`config.mk`:
```
export PLATFORM = sky130hd
export DESIGN_NAME = latency_delta_smoother_unit
export DESIGN_NICKNAME = d
export VERILOG_FILES = /design/src/rtl/lds_pkg.sv /design/src/rtl/lds_cfg.sv /design/src/rtl/lds_hist.sv /design/src/rtl/lds_div.sv /design/src/rtl/latency_delta_smoother_unit.sv
export SDC_FILE = /design/constraint.sdc
export NUM_CORES = 1
export LEC_CHECK = 0
export ABC_AREA = 1
export BUFFER_PORTS_ARGS = -buffer_cell sky130_fd_sc_hd__clkbuf_2
export CAP_MARGIN = 25
export CELL_PAD_IN_SITES_DETAIL_PLACEMENT = 1
export CELL_PAD_IN_SITES_GLOBAL_PLACEMENT = 1
export CORE_MARGIN = 2
export CORE_UTILIZATION = 51
export CTS_BUF_LIST = sky130_fd_sc_hd__clkbuf_2 sky130_fd_sc_hd__clkbuf_4 sky130_fd_sc_hd__clkbuf_8
export CTS_CLUSTER_DIAMETER = 30
export CTS_CLUSTER_SIZE = 40
export DETAILED_ROUTE_END_ITERATION = 16
export PLACE_DENSITY = 0.86
export SETUP_SLACK_MARGIN = 0.05
export SLEW_MARGIN = 15
export SYNTH_ARGS = -nofsm -noshare
export SYNTH_HDL_FRONTEND = slang
export SYNTH_SLANG_ARGS = --single-unit
```
`constraint.sdc`:
```
create_clock -name i_clk -period 8.3 [get_ports i_clk]
set_input_delay 0 -clock i_clk [delete_from_list [all_inputs] [get_ports i_clk]]
set_output_delay 0 -clock i_clk [all_outputs]
set_load 0.1 [all_outputs]
```
`src/rtl/lds_pkg.sv`:
```
// Shared types, register codes and the clamp helper for the latency delta smoother.
// No dependencies; used by lds_cfg, lds_hist, the top level and the testbench.
`default_nettype none

package lds_pkg;

    localparam int unsigned ADDR_W = 4;

    localparam logic [1:0] REG_BYPASS = 2'd0;
    localparam logic [1:0] REG_SNAP   = 2'd1;
    localparam logic [1:0] REG_FINE   = 2'd2;
    localparam logic [1:0] REG_MAX    = 2'd3;

    typedef struct packed {
        logic               bypass;
        logic [9:0]         snap_frame_time;
        logic signed [10:0] fine_nudge;
        logic [14:0]        max_delta;
    } t_cfg;

    typedef struct packed {
        logic start;
        logic push;
    } t_hist_cmd;

    // hold v within [-lim, 0]
    function automatic logic signed [15:0] clamp_delta(input logic signed [17:0] v,
                                                       input logic [14:0] lim);
        logic signed [17:0] neg_lim;
        logic signed [17:0] r;
        neg_lim = -$signed({3'b000, lim});
        if (v < neg_lim) begin
            r = neg_lim;
        end else if (v > 18'sd0) begin
            r = 18'sd0;
        end else begin
            r = v;
        end
        return r[15:0];
    endfunction

endpackage

`default_nettype wire

```
`src/rtl/lds_cfg.sv`:
```
// APB register file: bypass, snap frame time, fine nudge and clamp limit.
// Depends on lds_pkg.
`default_nettype none

module lds_cfg (
    input  wire logic                         i_clk,
    input  wire logic                         i_rst_n,
    input  wire logic                         psel,
    input  wire logic                         penable,
    input  wire logic                         pwrite,
    input  wire logic [lds_pkg::ADDR_W-1:0]   paddr,
    input  wire logic [31:0]                  pwdata,
    output logic [31:0]                       prdata,
    output logic                              pready,
    output lds_pkg::t_cfg                     o_cfg
);

    lds_pkg::t_cfg r_cfg;
    logic          wr;

    assign pready = 1'b1;
    assign wr     = psel & penable & pwrite;
    assign o_cfg  = r_cfg;

    always_ff @(posedge i_clk) begin
        if (!i_rst_n) begin
            r_cfg.bypass          <= 1'b0;
            r_cfg.snap_frame_time <= 10'd100;
            r_cfg.fine_nudge      <= 11'sd0;
            r_cfg.max_delta       <= 15'd300;
        end else if (wr) begin
            case (paddr[3:2])
                lds_pkg::REG_BYPASS: r_cfg.bypass          <= pwdata[0];
                lds_pkg::REG_SNAP:   r_cfg.snap_frame_time <= pwdata[9:0];
                lds_pkg::REG_FINE:   r_cfg.fine_nudge      <= $signed(pwdata[10:0]);
                lds_pkg::REG_MAX:    r_cfg.max_delta       <= pwdata[14:0];
                default: ;
            endcase
        end
    end

    always_comb begin
        case (paddr[3:2])
            lds_pkg::REG_BYPASS: prdata = {31'd0, r_cfg.bypass};
            lds_pkg::REG_SNAP:   prdata = {22'd0, r_cfg.snap_frame_time};
            lds_pkg::REG_FINE:   prdata = {21'd0, r_cfg.fine_nudge};
            lds_pkg::REG_MAX:    prdata = {17'd0, r_cfg.max_delta};
            default:             prdata = 32'd0;
        endcase
    end

endmodule

`default_nettype wire

```
`src/rtl/lds_hist.sv`:
```
// Delta history memory with fill count; walks the valid entries summing negatives.
// Depends on lds_pkg.
`default_nettype none

module lds_hist #(
    parameter int unsigned WINDOW = 6,
    parameter int unsigned CW     = $clog2(WINDOW + 1),
    parameter int unsigned SW     = 16 + CW
) (
    input  wire logic                   i_clk,
    input  wire logic                   i_rst_n,
    input  wire lds_pkg::t_hist_cmd     i_cmd,
    input  wire logic signed [15:0]     i_push_data,
    output logic                        o_done,
    output logic signed [SW-1:0]        o_sum,
    output logic [CW-1:0]               o_cnt
);

    localparam int unsigned AW = (WINDOW > 1) ? $clog2(WINDOW) : 1;

    logic signed [15:0]   mem [WINDOW];
    logic signed [15:0]   r_rd_data;
    logic [AW-1:0]        r_wptr;
    logic [CW-1:0]        r_fill;
    logic [CW-1:0]        r_idx;
    logic                 r_busy;
    logic                 r_pend;
    logic signed [SW-1:0] r_sum;
    logic [CW-1:0]        r_cnt;
    logic                 rd_en;

    assign rd_en  = r_busy && (r_idx < r_fill);
    assign o_done = r_busy && (r_idx == r_fill) && !r_pend;
    assign o_sum  = r_sum;
    assign o_cnt  = r_cnt;

    always_ff @(posedge i_clk) begin
        if (i_cmd.push) begin
            mem[r_wptr] <= i_push_data;
        end
        if (rd_en) begin
            r_rd_data <= mem[r_idx[AW-1:0]];
        end
    end

    always_ff @(posedge i_clk) begin
        if (!i_rst_n) begin
            r_wptr <= '0;
            r_fill <= '0;
            r_busy <= 1'b0;
            r_pend <= 1'b0;
            r_idx  <= '0;
            r_sum  <= '0;
            r_cnt  <= '0;
        end else begin
            if (i_cmd.push) begin
                r_wptr <= (r_wptr == AW'(WINDOW - 1)) ? '0 : r_wptr + 1'b1;
                if (r_fill != CW'(WINDOW)) begin
                    r_fill <= r_fill + 1'b1;
                end
            end
            if (i_cmd.start) begin
                r_busy <= 1'b1;
                r_pend <= 1'b0;
                r_idx  <= '0;
                r_sum  <= '0;
                r_cnt  <= '0;
            end else if (r_busy) begin
                r_pend <= rd_en;
                if (rd_en) begin
                    r_idx <= r_idx + 1'b1;
                end
                if (r_pend && r_rd_data[15]) begin
                    r_sum <= r_sum + {{CW{r_rd_data[15]}}, r_rd_data};
                    r_cnt <= r_cnt + 1'b1;
                end
                if (o_done) begin
                    r_busy <= 1'b0;
                end
            end
        end
    end

endmodule

`default_nettype wire

```
`src/rtl/lds_div.sv`:
```
// Restoring divider, one quotient bit per cycle, for the window average.
// No dependencies.
`default_nettype none

module lds_div #(
    parameter int unsigned NW = 18,
    parameter int unsigned DW = 3
) (
    input  wire logic            i_clk,
    input  wire logic            i_rst_n,
    input  wire logic            i_start,
    input  wire logic [NW-1:0]   i_dividend,
    input  wire logic [DW-1:0]   i_divisor,
    output logic                 o_done,
    output logic [NW-1:0]        o_quot
);

    localparam int unsigned SCW = $clog2(NW + 1);

    logic [DW:0]    r_rem;
    logic [NW-1:0]  r_quo;
    logic [DW-1:0]  r_div;
    logic [SCW-1:0] r_step;
    logic           r_done;
    logic [DW:0]    rem_sh;
    logic           ge;

    assign rem_sh = {r_rem[DW-1:0], r_quo[NW-1]};
    assign ge     = rem_sh >= {1'b0, r_div};
    assign o_done = r_done;
    assign o_quot = r_quo;

    always_ff @(posedge i_clk) begin
        if (!i_rst_n) begin
            r_step <= '0;
            r_done <= 1'b0;
        end else begin
            r_done <= 1'b0;
            if (i_start) begin
                r_step <= SCW'(NW);
            end else if (r_step != '0) begin
                r_step <= r_step - 1'b1;
                r_done <= (r_step == SCW'(1));
            end
        end
    end

    always_ff @(posedge i_clk) begin
        if (i_start) begin
            r_rem <= '0;
            r_quo <= i_dividend;
            r_div <= i_divisor;
        end else if (r_step != '0) begin
            r_rem <= ge ? rem_sh - {1'b0, r_div} : rem_sh;
            r_quo <= {r_quo[NW-2:0], ge};
        end
    end

endmodule

`default_nettype wire

```
`src/rtl/latency_delta_smoother_unit.sv`:
```
// Latency delta smoother top level: sequencer, nudge and clamp, output register.
// Depends on lds_pkg, lds_cfg, lds_hist and lds_div.
//
// Usage: raw deltas enter on s_axis (16-bit two's complement word), one smoothed
// delta leaves on m_axis per input word. Registers must be written over the APB
// port only while the block is idle; the block does not enforce this. One word is
// processed at a time; s_axis_tready is high whenever the sequencer is idle, even
// if a result still waits on m_axis. Sequence: a word first walks the history
// memory, one read a cycle; when any entry read is negative, the average of the
// negative entries is then formed in the divider; last the output register is
// loaded. In bypass the walk and the divider are skipped. The next word can be
// taken in the cycle after the output register loads.
// Reset empties the history (fill count zero) and loads register defaults; memory
// contents are not cleared. If m_axis stalls, the finished result is held in the
// sequencer until the output register frees, and no new word is taken meanwhile.
`default_nettype none

module latency_delta_smoother_unit #(
    parameter int unsigned WINDOW = 6
) (
    input  wire logic                         i_clk,
    input  wire logic                         i_rst_n,
    input  wire logic                         s_axis_tvalid,
    output logic                              s_axis_tready,
    input  wire logic signed [15:0]           s_axis_tdata,  // [15:0] new_time_delta
    output logic                              m_axis_tvalid,
    input  wire logic                         m_axis_tready,
    output logic signed [15:0]                m_axis_tdata,  // [15:0] smoothed_delta
    input  wire logic                         psel,
    input  wire logic                         penable,
    input  wire logic                         pwrite,
    input  wire logic [lds_pkg::ADDR_W-1:0]   paddr,
    input  wire logic [31:0]                  pwdata,
    output logic [31:0]                       prdata,
    output logic                              pready
);

    localparam int unsigned CW = $clog2(WINDOW + 1);
    localparam int unsigned SW = 16 + CW;
    localparam int unsigned MW = SW - 1;

    typedef enum logic [1:0] {S_IDLE, S_WALK, S_DIV, S_OUT} t_state;

    lds_pkg::t_cfg      cfg;
    lds_pkg::t_hist_cmd hcmd;
    t_state             r_state;
    logic signed [15:0] r_nd;
    logic signed [15:0] r_res;
    logic               r_byp;
    logic               r_ovalid;
    logic signed [15:0] r_odata;
    logic               h_done;
    logic signed [SW-1:0] h_sum;
    logic [CW-1:0]      h_cnt;
    logic signed [SW-1:0] neg_sum;
    logic               d_start;
    logic               d_done;
    logic [MW-1:0]      d_quot;
    logic               accept;
    logic               out_free;
    logic signed [17:0] nd_raw;
    logic signed [17:0] avg;
    logic signed [17:0] s_tot;
    logic signed [17:0] half;

    lds_cfg u_cfg (
        .i_clk   (i_clk),
        .i_rst_n (i_rst_n),
        .psel    (psel),
        .penable (penable),
        .pwrite  (pwrite),
        .paddr   (paddr),
        .pwdata  (pwdata),
        .prdata  (prdata),
        .pready  (pready),
        .o_cfg   (cfg)
    );

    lds_hist #(.WINDOW(WINDOW)) u_hist (
        .i_clk       (i_clk),
        .i_rst_n     (i_rst_n),
        .i_cmd       (hcmd),
        .i_push_data (r_nd),
        .o_done      (h_done),
        .o_sum       (h_sum),
        .o_cnt       (h_cnt)
    );

    lds_div #(.NW(MW), .DW(CW)) u_div (
        .i_clk      (i_clk),
        .i_rst_n    (i_rst_n),
        .i_start    (d_start),
        .i_dividend (neg_sum[MW-1:0]),
        .i_divisor  (h_cnt),
        .o_done     (d_done),
        .o_quot     (d_quot)
    );

    assign s_axis_tready = (r_state == S_IDLE);
    assign accept        = s_axis_tvalid && s_axis_tready;
    assign out_free      = !r_ovalid || m_axis_tready;
    assign m_axis_tvalid = r_ovalid;
    assign m_axis_tdata  = r_odata;

    assign hcmd.start = accept && !cfg.bypass;
    assign hcmd.push  = (r_state == S_OUT) && out_free && !r_byp;
    assign d_start    = (r_state == S_WALK) && h_done && (h_cnt != '0);
    assign neg_sum    = -h_sum;

    assign nd_raw = {{2{s_axis_tdata[15]}}, s_axis_tdata}
                  + {9'd0, cfg.snap_frame_time[9:1]}
                  + {{7{cfg.fine_nudge[10]}}, cfg.fine_nudge};

    // average is never positive; half-sum truncates toward zero
    assign avg   = -$signed({2'b00, d_quot[15:0]});
    assign s_tot = avg + {{2{r_nd[15]}}, r_nd};
    assign half  = (s_tot + $signed({17'd0, s_tot[17] & s_tot[0]})) >>> 1;

    always_ff @(posedge i_clk) begin
        if (!i_rst_n) begin
            r_state  <= S_IDLE;
            r_ovalid <= 1'b0;
        end else begin
            if (r_ovalid && m_axis_tready && (r_state != S_OUT)) begin
                r_ovalid <= 1'b0;
            end
            case (r_state)
                S_IDLE: begin
                    if (accept) begin
                        r_byp <= cfg.bypass;
                        r_nd  <= lds_pkg::clamp_delta(nd_raw, cfg.max_delta);
                        r_res <= '0;
                        r_state <= cfg.bypass ? S_OUT : S_WALK;
                    end
                end
                S_WALK: begin
                    if (h_done) begin
                        if (h_cnt == '0) begin
                            r_res   <= r_nd;
                            r_state <= S_OUT;
                        end else begin
                            r_state <= S_DIV;
                        end
                    end
                end
                S_DIV: begin
                    if (d_done) begin
                        r_res   <= lds_pkg::clamp_delta(half, cfg.max_delta);
                        r_state <= S_OUT;
                    end
                end
                S_OUT: begin
                    if (out_free) begin
                        r_odata  <= r_res;
                        r_ovalid <= 1'b1;
                        r_state  <= S_IDLE;
                    end
                end
                default: r_state <= S_IDLE;
            endcase
        end
    end

endmodule

`default_nettype wire

```
**Word level (Yosys, flattened, before mapping)**

Memories as Yosys holds them, arrays and structs flattened. A register that Yosys moved wholly into a read port is not among the register bits.
Index checks and enable logic that the tools add are counted.

- Bits in registers: 152
- Bits in writable memories: 96
- Logic and storage cells: 134
- Memories kept: 1

Memories:

| name | depth | bits a word | rd ports | clocked after Yosys merged registers in | write ports | line | RTL |
|---|---|---|---|---|---|---|---|
| u_hist.mem | 6 | 16 | 1 | 1 | 1 | lds_hist.sv:21 | `logic signed [15:0] mem [WINDOW];` |

- $add $sub $neg: 14
- Order comparisons: 6
- Equality and inequality tests: 16
- Mux-type cells: 31
- Bitwise logic cells: 5
- Reduce and logical (&&, ||, !) cells: 38

Operators with widths:

| kind | count |
|---|---|
| $mux 16 | 8 |
| $pmux 32 s4 | 1 |
| $pmux 16 s3 | 1 |
| $mux 18 | 2 |
| $add 19x19->19 | 1 |
| $add 17x11->18 | 1 |
| $add 18x18->18 | 1 |
| $add 18x2->18 | 1 |
| $gt 18x1->1 const B | 1 |
| $lt 17x18->1 | 1 |
| $lt 18x18->1 | 1 |
| $neg 15->18 | 1 |
| $neg 16->18 | 1 |
| $neg 18->18 | 1 |
| $add 16x10->17 | 1 |
| $gt 17x1->1 const B | 1 |
| $reduce_and 2->1 | 7 |
| $add 3x1->3 const B | 4 |
| $logic_and 1x1->1 | 12 |
| $mux 2 | 5 |
| $mux 5 | 2 |
| $mux 1 | 9 |
| $eq 2x2->1 const B | 4 |
| $pmux 2 s4 | 1 |
| other kinds (26) | 42 |

**Depth between registers and ports, before layout**

Gate-level depths: netlist (run 1).

- Word-level depth: 9
- Gate-level depth with buffers: 35
- Mapped depth without buffers: 34

**By module**

A second synthesis (run 1) with hierarchy kept.

- Cells, all modules: 2061
- Area, all modules: 16602.2 µm²

Modules (own cells, without submodules):

| module | instances | cells an instance | area each (µm²) | seq. area each (µm²) |
|---|---|---|---|---|
| latency_delta_smoother_unit | 1 | 979 | 6667.6 | 1531.5 |
| lds_hist | 1 | 635 | 6607.6 | 4023.9 |
| lds_cfg | 1 | 295 | 1918.1 | 740.7 |
| lds_div | 1 | 152 | 1408.9 | 810.8 |

**Worst setup path after synthesis (run 1)**

OpenSTA, ideal clock, no wires.

- Path type: reg-to-reg
- Start: register r_nd[3]
- End: register r_res[10] (data pin)
- Arrival time: 4.424 ns
- Required time: 8.154 ns
- Slack: 3.730 ns
- Cell stages (with the launch flop): 32
- Buffers on the path: 1
- Period minus slack after synthesis: 4.570 ns
- Path through: edfxtp_1 ha_1 nand2_2 inv_1 nand2_1 nand2_1 nand2_2 nand3_2 nand2_1 nand2_1 a21oi_1 ha_1 inv_1 nor2_1 nand3_1 nor2_1 nand3_2 nor3_2 nand4_1 nand2_1 inv_1 ha_1 nand2_1 nor3_1 o2111ai_1 nand3_1 xor2_1 clkinv_1 buf_2 nand2_1 nand2_1 a21oi_2

- Cells in the longest elaborated chain, start to end: 8

RTL lines:

| what | line | RTL |
|---|---|---|
| from (decl) | latency_delta_smoother_unit.sv:47 | `logic signed [15:0] r_nd;` |
| from (signal assigned) | latency_delta_smoother_unit.sv:131 | `r_nd <= lds_pkg::clamp_delta(nd_raw, cfg.max_delta);` |
| $add 18x18->18 * | latency_delta_smoother_unit.sv:116 | `assign s_tot = avg + {{2{r_nd[15]}}, r_nd};` |
| $and 1x1->1 | latency_delta_smoother_unit.sv:117 | `assign half = (s_tot + $signed({17'd0, s_tot[17] & s_tot[0]})) >>> 1;` |
| $add 18x2->18 * | latency_delta_smoother_unit.sv:117 |  |
| $gt 17x1->1 | lds_pkg.sv:34 | `end else if (v > 18'sd0) begin` |
| $mux 16 | lds_pkg.sv:34 |  |
| $mux 16 * | lds_pkg.sv:32 | `if (v < neg_lim) begin` |
| $mux 16 * | latency_delta_smoother_unit.sv:147 | `if (d_done) begin` |
| $pmux 16 s3 * | latency_delta_smoother_unit.sv:127 | `case (r_state)` |
| to (signal assigned) | latency_delta_smoother_unit.sv:139 | `r_res <= r_nd;` |
| to (signal assigned) | latency_delta_smoother_unit.sv:148 | `r_res <= lds_pkg::clamp_delta(half, cfg.max_delta);` |
| to (decl) | latency_delta_smoother_unit.sv:48 | `logic signed [15:0] r_res;` |

Every way passes the cells marked *; elsewhere a longest branch is shown, timed or not. The select of a mux whose other input is x is not followed.
A chain may end at the register's enable or synchronous reset.

**Worst setup path in the final report (run 1)**

- Start: register r_nd[7]
- End: register r_res[12] (data pin)

The elaborated chain is that of the path after synthesis.

==> results.toml, run 1 <==
[synthesis]
synth_compound_gate_area_share_pct = 12.72
synthMuxAreaShare_pct = 0
synth_ff_type = "edfxtp_1"
synth_xor_xnor_area_share_pct = 2.626
ys_seq_elements = 263
synthTopCellsByCount = "449 x nand2_1, 259 x inv_1, 182 x edfxtp_1, 165 x nor2_1, 145 x a21oi_1"
synth_top_family_by_area = "simple AND/OR/NAND/NOR gates"
synth.most_common_cell = "nand2_1"
syn_inst = 1933
synth.avg_cell_area_um2 = 8.282
ys_async_sr_fraction_pct = 0
synth-edff-count = 182
yosysSeqAreaShare_pct = 44.27
netlist_top_cells_area = "edfxtp_1 34%, nand2_1 11%, dfxtp_1 10%, ha_1 8.8%, inv_1 6.1%"
synthSimpleGateAreaFrac_pct = 21.47
synth_adder_area_share_pct = 10.38
synth_top_area_share_pct = 34.14
synth.distinct_cells = 48
yosys.area.top_type = "edfxtp_1"
synthesis.area_um2 = 16010
yosysWarnings = 0

[setup_path]
cp_max_fo = 18
crit_family = "simple AND/OR/NAND/NOR gates"
start_kind = "flip-flop"
crit_cells = 33
crit_type = "reg -> reg"
r2r_cells = 33
cp-end-kind = "flip-flop"
cpMaxStageDelayCell = "edfxtp_1"
cp_common_cell = "nand2_1"
slowest_delay_ps = 770
crit_required_ps = 8710
crit_buf_inv = 5
worst_ep_arrival_time_ps = 6670

[placed_design]
gp_congestion = 0.9175
numPortBuffers = 72
dp_hpwl_um = 36760

[routing]
drc = 0
first_pass_iters = 7
ant_nets = 0
wl_um = 53320
viasPerCell = 5.798
vias = 14500
wl_per_cell_um = 21.32
drt_iter0_markers = 976

[clocking]
cts.htree.levels = 2
clk_latency_ps = 630
cts_resized = 0
clk_pin_slew_ps = 60
cts_max_path_buffers = 3
cts.sinks = 263
clockRootBuffer = "clkbuf_8"
tritoncts = "built"
numCtsBuffers = 60

[sta]
finalCritPeriodShare_pct = 75.40
setup_tns_ps = 0
slew_violations = 0
final-setup-viol-count = 0
tightest_slew_ps = 959.0
rsz0062_at_grt = "no"
period_needed_ps = 6258
fin_worst_skew_ps = 31.31
slew_headroom_pct = 35.83
hold_violations = 0
fmax_mhz = 159.8

[finish]
drive_above_1_share_pct = 13.35
fin_nets = 2238
diodes = 0
area_growth_pct = 14.95

[status]
status = "finished, final reports clean"

[floorplan]
fp.dieW_um = 181.2
start_util_pct = 52.06
std_cell_rows = 64
dieArea_um2 = 32820
coreArea_um2 = 30750
die_h_um = 181.2
ios = 110

[grt]
antenna_found_initial = 0
grt_usage_pct = 32.06
grt_pass1_wl_um = 82770
grt_pass1_vias = 15680
grt-ovfl-total = 0
grt_max_degree = 52

[power]
power_mw = 5.619
irDropWorstVdd_uv = 125.5
leakage_nw = 8.314
power_density_nw_per_um2 = 305.3

[min_path]
hold_class = "in -> reg"
whs_path_depth = 6

[job]
cap_violations = 0
report_power, final:
part | internal (mW) | leakage (nW) | switching (mW)
combinational | 0.625 | 5.30 | 1.60
sequential | 1.60 | 2.33 | 0.106
clock | 1.01 | 0.688 | 0.676
kinds of logic after synthesis:
kind of cell / count (synthesis)
flip-flops: 263
AND/OR/NAND/NOR: 800
XOR/XNOR: 48
adder cells (fa/ha/maj): 125
other: 2
AO/OA/AOI/OAI: 355
buffers and inverters: 340
worst paths after layout:
path | start | to | slack (ps)
setup reg to reg | r_nd[7] | r_res[12] | 2040
hold reg to reg | r_res[9] | m_axis_tdata[9] | 420
setup / recovery | r_nd[7] | r_res[12] | 2040
hold / removal | s_axis_tdata[0] | r_nd[0] | 130
final cells by class:
cell class | instances | area [um2]
clock inverters | 40 | 435.4
repair buffers | 113 | 750.7
clock buffers | 73 | 942.2
well taps | 396 | 495.5
multi-input cells | 1346 | 7679
flip-flops and latches | 263 | 7087
inverters | 270 | 1013
fillers | 3709 | 12350
per-stage QoR:
stage | hold WS [ps] | setup slack (ps) | area [um2] | util, % | instances
global placement | 237.0 | 2733 | 16750 | 54.49 | 2363
floorplan | 113.2 | 3730 | 16070 | - | 1949
finish | 129.4 | 2042 | 18400 | 59.85 | 2501
detailed placement | 248.0 | 2360 | 16750 | 54.49 | 2363
global route | 131.9 | 1706 | 18400 | 59.85 | 2501
CTS | 57.43 | 2228 | 18340 | 59.65 | 2497
state kept, by name, summed over array words and instances, names as in the netlist:
register          count
m_axis_tdata         16
u_div.o_done          1
u_div.r_rem           3
u_hist.r_wptr         3
u_div.r_div           3
u_hist.r_pend         1
u_div.r_step          5
u_cfg.o_cfg          37
u_hist.r_idx          3
r_state               2
u_hist.r_rd_data     16
m_axis_tvalid         1
r_res                16
r_nd                 16
u_hist.o_cnt          3
u_div.o_quot         18
r_byp                 1
u_hist.mem           96
u_hist.r_fill         3
u_hist.o_sum         18
u_hist.r_busy         1
cell usage in the layout, fill, tap and decap left out, types with 20 or more instances in the layout:
cell type	instances
clkbuf_2	72
o22ai_1	23
inv_1	259
clkbuf_8	63
xor2_1	38
o21ai_0	112
o211ai_1	21
nand3_1	74
nor2_1	162
edfxtp_1	182
nor3_1	20
a21oi_1	144
nand2_2	28
nand2_1	449
dfxtp_1	81
nand4_1	21
ha_1	112
dlygate4sd3_1	21
worst min-delay path, cell delays in order:
cell and delay, ps:
clkbuf_2 100, fa_1 220, inv_1 80, nor2_1 120, nand2_1 70, nand2_1 50
routing by layer:
| layer | track usage, % | vias to the layer above | part of all wire (%) |
|---|---|---|---|
| li1 | - | 6669 | - |
| met1 | 34.91 | 7148 | 38 |
| met2 | 59.23 | 504 | 51 |
| met3 | 4.697 | 181 | 4.6 |
| met4 | 18.44 | 0 | 5.9 |
| met5 | 0 | - | 0 |
repair_timing:
action	CTS	global route
hold buffers	21	0
buffers inserted	0	0
hold endpoints to repair	41	0
setup endpoints to repair	0	0
(Power assumes the default switching activity.)
==> inputs of run 2 (changes only) <==
CORE_UTILIZATION = 48   (was 51)
PLACE_DENSITY = 0.82   (was 0.86)
clock period = 6.26 ns   (was 8.3 ns; I/O delays follow)
==> run 2 against run 1 <==
Effect of this change:
- via count decreased by 1.1%
- final area increased by 1.4%
- hold slack got worse by 68 ps
- critical path depth decreased by 3
- sequential power increased by 33%
- clock power increased by 46%
- flip-flop and latch count unchanged
- cell count increased by 2.6%
- clock skew increased by 21 ps
- sequential share of layout area decreased by 0.54 points
- combinational power increased by 32%
- die area increased by 6.1%
- critical path type unchanged
- critical endpoint unchanged
- largest power group unchanged
==> results.toml, run 2 (synthesis gave the netlist of run 1 again) <==
[clocking]
tritoncts = "built"
cts.sinks = 263
numCtsBuffers = 70
clk_pin_slew_ps = 50
clk_latency_ps = 630
cts_max_path_buffers = 3
cts.htree.levels = 3
clockRootBuffer = "clkbuf_8"

[routing]
wl_um = 51750
drc = 0
drt_iter0_markers = 873
vias = 14350
viasPerCell = 5.593
wl_per_cell_um = 20.18
ant_nets = 0
first_pass_iters = 5

[job]
cap_violations = 0

[floorplan]
start_util_pct = 48.96
fp.dieW_um = 186.6
die_h_um = 186.6
ios = 110
std_cell_rows = 66
coreArea_um2 = 32700
dieArea_um2 = 34830

[grt]
antenna_found_initial = 1
grt_pass1_wl_um = 80250
grt-ovfl-total = 0
grt_pass1_vias = 15410
grt_usage_pct = 29.22
grt_max_degree = 52

[placed_design]
dp_hpwl_um = 36280
post-place-ws_ps = 414.7
gp_congestion = 0.9043
numPortBuffers = 72
placed_cells = 2411
dpl_cell_area_um2 = 16830

[sta]
final-setup-viol-count = 0
slew_violations = 0
tightest_slew_ps = 991.1
rsz0062_at_grt = "no"
fmax_mhz = 171.2
whs_ps = 61.79
finalCritPeriodShare_pct = 93.32
fin_worst_skew_ps = 52.01
worst_slack_ps = 418.1
hold_violations = 0
slew_headroom_pct = 33.86
period_needed_ps = 5842
setup_tns_ps = 0

[setup_path]
start_kind = "flip-flop"
cp-end-kind = "flip-flop"
crit_type = "reg -> reg"
slowest_delay_ps = 640
cpMaxStageDelayCell = "edfxtp_1"
worst_ep_arrival_time_ps = 6160
cp_max_fo = 9
crit_required_ps = 6570
cp_common_cell = "nand2_1"

[finish]
drive_above_1_share_pct = 14.27
mostFrequentLayoutCell = "nand2_1"
instances_no_fill = 2565
area_growth_pct = 16.58
diodes = 0
final_core_util_pct = 57.07
regMostFlops = "u_hist.mem"
largest_register_ffs = 96
fill_cells = 3932
multi_input_comb_area_um2 = 7679
final_area_um2 = 18660
ff_latch_area_um2 = 7087
fin_nets = 2251
final_cell_mix = "449 x nand2_1, 259 x inv_1, 182 x edfxtp_1"

[power]
leakage_nw = 8.447
power_mw = 7.666
power_density_nw_per_um2 = 410.8
irDropWorstVdd_uv = 228.4

[min_path]
hold_class = "in -> reg"

[status]
status = "finished, final reports clean"
[run 2: worst paths after layout]
| kind | startpoint | endpoint | slack [ps] | cells after the start |
|---|---|---|---|---|
| setup / recovery | r_nd[7] | r_res[12] | 420 | 30 |
| hold / removal | pwrite | u_cfg.o_cfg[5] | 60 | 4 |
| setup reg to reg | r_nd[7] | r_res[12] | 420 | 30 |
| hold reg to reg | r_res[15] | m_axis_tdata[15] | 410 | 0 |
[run 2: cell type report]
type / count / share of cell area (%)
clock buffer: 87 / 5.947
sequential: 263 / 37.97
multi-input combinational: 1346 / 41.14
tap: 442 / 2.963
timing repair buffer: 116 / 4.103
inverter: 270 / 5.451
clock inverter: 41 / 2.420
[run 2: power by group]
part / internal (mW) / leakage [nW] / switching, mW
registers: 2.13 / 2.33 / 0.142
logic: 0.838 / 5.31 / 2.10
clock network: 1.49 / 0.810 / 0.968
[run 2: critical path, delay by kind of cell (launching register included)]
family          cells  cell delay (ps)
simple gates       16             2180
compound gates      4              720
fa+ha+maj           3             1040
flops               1              640
buf+inv             6              680
xor+xnor            1              310
[run 2: timing repair]
| action | in CTS | in global routing |
|---|---|---|
| endpoints found under the setup margin | 0 | 15 |
| hold buffers | 21 | 0 |
| endpoints found under the hold margin | 41 | 0 |
| resized for setup | 0 | 1 |
| buffers inserted | 0 | 2 |
[run 2: metal layers]
metal | up-vias | global-route usage (%) | part of all wire [%]
met1 | 7019 | 31.97 | 39
met2 | 451 | 52.50 | 51
met4 | 0 | 18.41 | 5.8
met3 | 174 | 4.984 | 4.9
li1 | 6701 | - | -
met5 | - | 0 | 0
==> inputs of run 3 (changes only) <==
CORE_ASPECT_RATIO = 1.25   (was not set)
==> run 3 against run 2 <==
Effect of this change:
- total power decreased by 5.4%
- final area decreased by 1.4%
- register-to-register slack better by 340 ps
- non-clock buffer count grew 1
- via count is 2.0% lower
- cell count shrank 1.9%
- global-route usage decreased by 0.85 points
- core utilization decreased by 0.96 points
- highest routed layer unchanged
- clock skew is 11 ps lower
- flip-flop and latch count unchanged
- count of clock-buffer cells in the layout fell by 31
- sequential power barely moved
- critical path type unchanged
==> results.toml, run 3 (synthesis gave the netlist of run 1 again) <==
[finish]
drive_above_1_share_pct = 13.24
diodes = 0
largest_register_ffs = 96
fin_nets = 2237
instances_no_fill = 2517
regMostFlops = "u_hist.mem"
mostFrequentLayoutCell = "nand2_1"
area_growth_pct = 14.89
final_cell_mix = "449 x nand2_1, 259 x inv_1, 182 x edfxtp_1"

[power]
swShare_pct = 42.89
intPower_mw = 4.142
power_frac_seq_pct = 31.0
irDropWorstVdd_uv = 176.7
clock_power_share_pct = 28.9
leakage_nw = 8.274
combinationalPowerShare_pct = 40.1
power_density_nw_per_um2 = 394.3
power_switching_mw = 3.110

[clocking]
clockRootBuffer = "clkbuf_8"
cts.sinks = 263
clk_pin_slew_ps = 70
cts.htree.levels = 2
tritoncts = "built"
clk_latency_ps = 630
numCtsBuffers = 55
cts_max_path_buffers = 3

[placed_design]
placed_cells = 2386
gp_congestion = 0.8712
post-place-ws_ps = 524.2
numPortBuffers = 72
dp_hpwl_um = 36420

[setup_path]
crit_type = "reg -> reg"
crit_buf_inv = 4
start_kind = "flip-flop"
crit_family = "simple AND/OR/NAND/NOR gates"
r2r_cells = 34
crit_required_ps = 6660
regToRegStartpoint = "r_nd[2]"
worst_ep_arrival_time_ps = 5900
cp_max_fo = 9
cp-end-kind = "flip-flop"
r2r_slack_ps = 760
slowest_delay_ps = 530
r2r-end = "r_res[2]"
cpMaxStageDelayCell = "edfxtp_1"
cp_common_cell = "nand2_1"
cp-startpoint = "r_nd[2]"

[sta]
slew_violations = 0
rsz0062_at_grt = "no"
slew_headroom_pct = 30.87
tightest_slew_ps = 1034
setup_tns_ps = 0
worst_slack_ps = 757.6
period_needed_ps = 5502
hold_violations = 0
fmax_mhz = 181.7
whs_ps = 55.03
finalCritPeriodShare_pct = 87.90
fin_worst_skew_ps = 40.72
final-setup-viol-count = 0

[grt]
antenna_found_initial = 0
grt_max_degree = 51
grt-ovfl-total = 0
grt_usage_pct = 28.38
grt_pass1_wl_um = 78580
grt_pass1_vias = 15370

[min_path]
hold_class = "in -> reg"
min_to = "r_nd[0]"
min_from = "s_axis_tdata[0]"
whs_path_depth = 6

[floorplan]
fp.dieW_um = 167.3
start_util_pct = 48.84
coreArea_um2 = 32780
std_cell_rows = 74
dieArea_um2 = 34840
ios = 110
die_h_um = 208.2

[job]
cap_violations = 0

[routing]
drc = 0
ant_nets = 0
wl_per_cell_um = 19.62
wl_um = 49370
first_pass_iters = 5
drt_iter0_markers = 719
vias = 14060
viasPerCell = 5.586

[status]
status = "finished, final reports clean"
-- run 3: power by group through the flow --
stage | clock [mW] | sequential (mW) | combinational (mW)
after floorplan | 0 | 2.26 | 2.07
after global placement | 0 | 2.26 | 2.68
after detailed placement | 0 | 2.28 | 2.83
after CTS | 2.13 | 2.25 | 2.90
after global routing | 2.20 | 2.26 | 3.23
final | 2.10 | 2.25 | 2.91
-- run 3: worst max-delay path by stage --
stage	slack (ps)	depth (start not counted)	endpoint
floorplan	1690	31	r_res[10]
global placement	740	29	r_res[12]
detailed placement	520	32	r_res[6]
CTS	490	32	r_res[6]
global route	230	31	r_res[12]
finish	760	34	r_res[2]
-- run 3: worst register-to-register path: cells and delay by family (launching register included) --
| kind | cells | cell delay (ps) |
|---|---|---|
| xor gates and xnor gates | 1 | 290 |
| AOI/OAI and AO/OA | 5 | 850 |
| and+or+nand+nor | 21 | 2190 |
| adders and majority gates | 3 | 940 |
| DFF | 1 | 530 |
| buffers and inverters | 4 | 480 |
-- run 3: metrics by stage --
| step | power (mW) | util [%] | area (um2) |
|---|---|---|---|
| floorplan | 4.325 | - | 16070 |
| global placement | 4.943 | 51.20 | 16780 |
| detailed placement | 5.107 | 51.29 | 16810 |
| CTS | 7.271 | 55.89 | 18320 |
| global route | 7.693 | 56.12 | 18390 |
| finish | 7.252 | 56.12 | 18390 |
-- run 3: what timing repair did --
action,in CTS,in global routing
hold buffers,23,0
endpoints found under the hold margin,45,0
setup buffers,0,2
setup endpoints to repair,0,5
resized for setup,0,1
-- run 3: routing by layer --
layer | vias to the layer above | GRT usage, % | wire, um
li1 | 6672 | - | -
met3 | 159 | 4.318 | 1963
met5 | - | 0 | 0
met4 | 0 | 15.11 | 2680
met1 | 6858 | 28.71 | 17750
met2 | 371 | 55.30 | 26980
-- run 3: final cells by class --
class / instances / area, um2
clock buffer: 56 / 770.7
clock inverter: 47 / 508.0
fill: 4004 / 14380
inverter: 270 / 1017
multi-input combinational: 1346 / 7685
sequential: 263 / 7087
tap: 418 / 523.0
timing repair buffer: 117 / 802.0
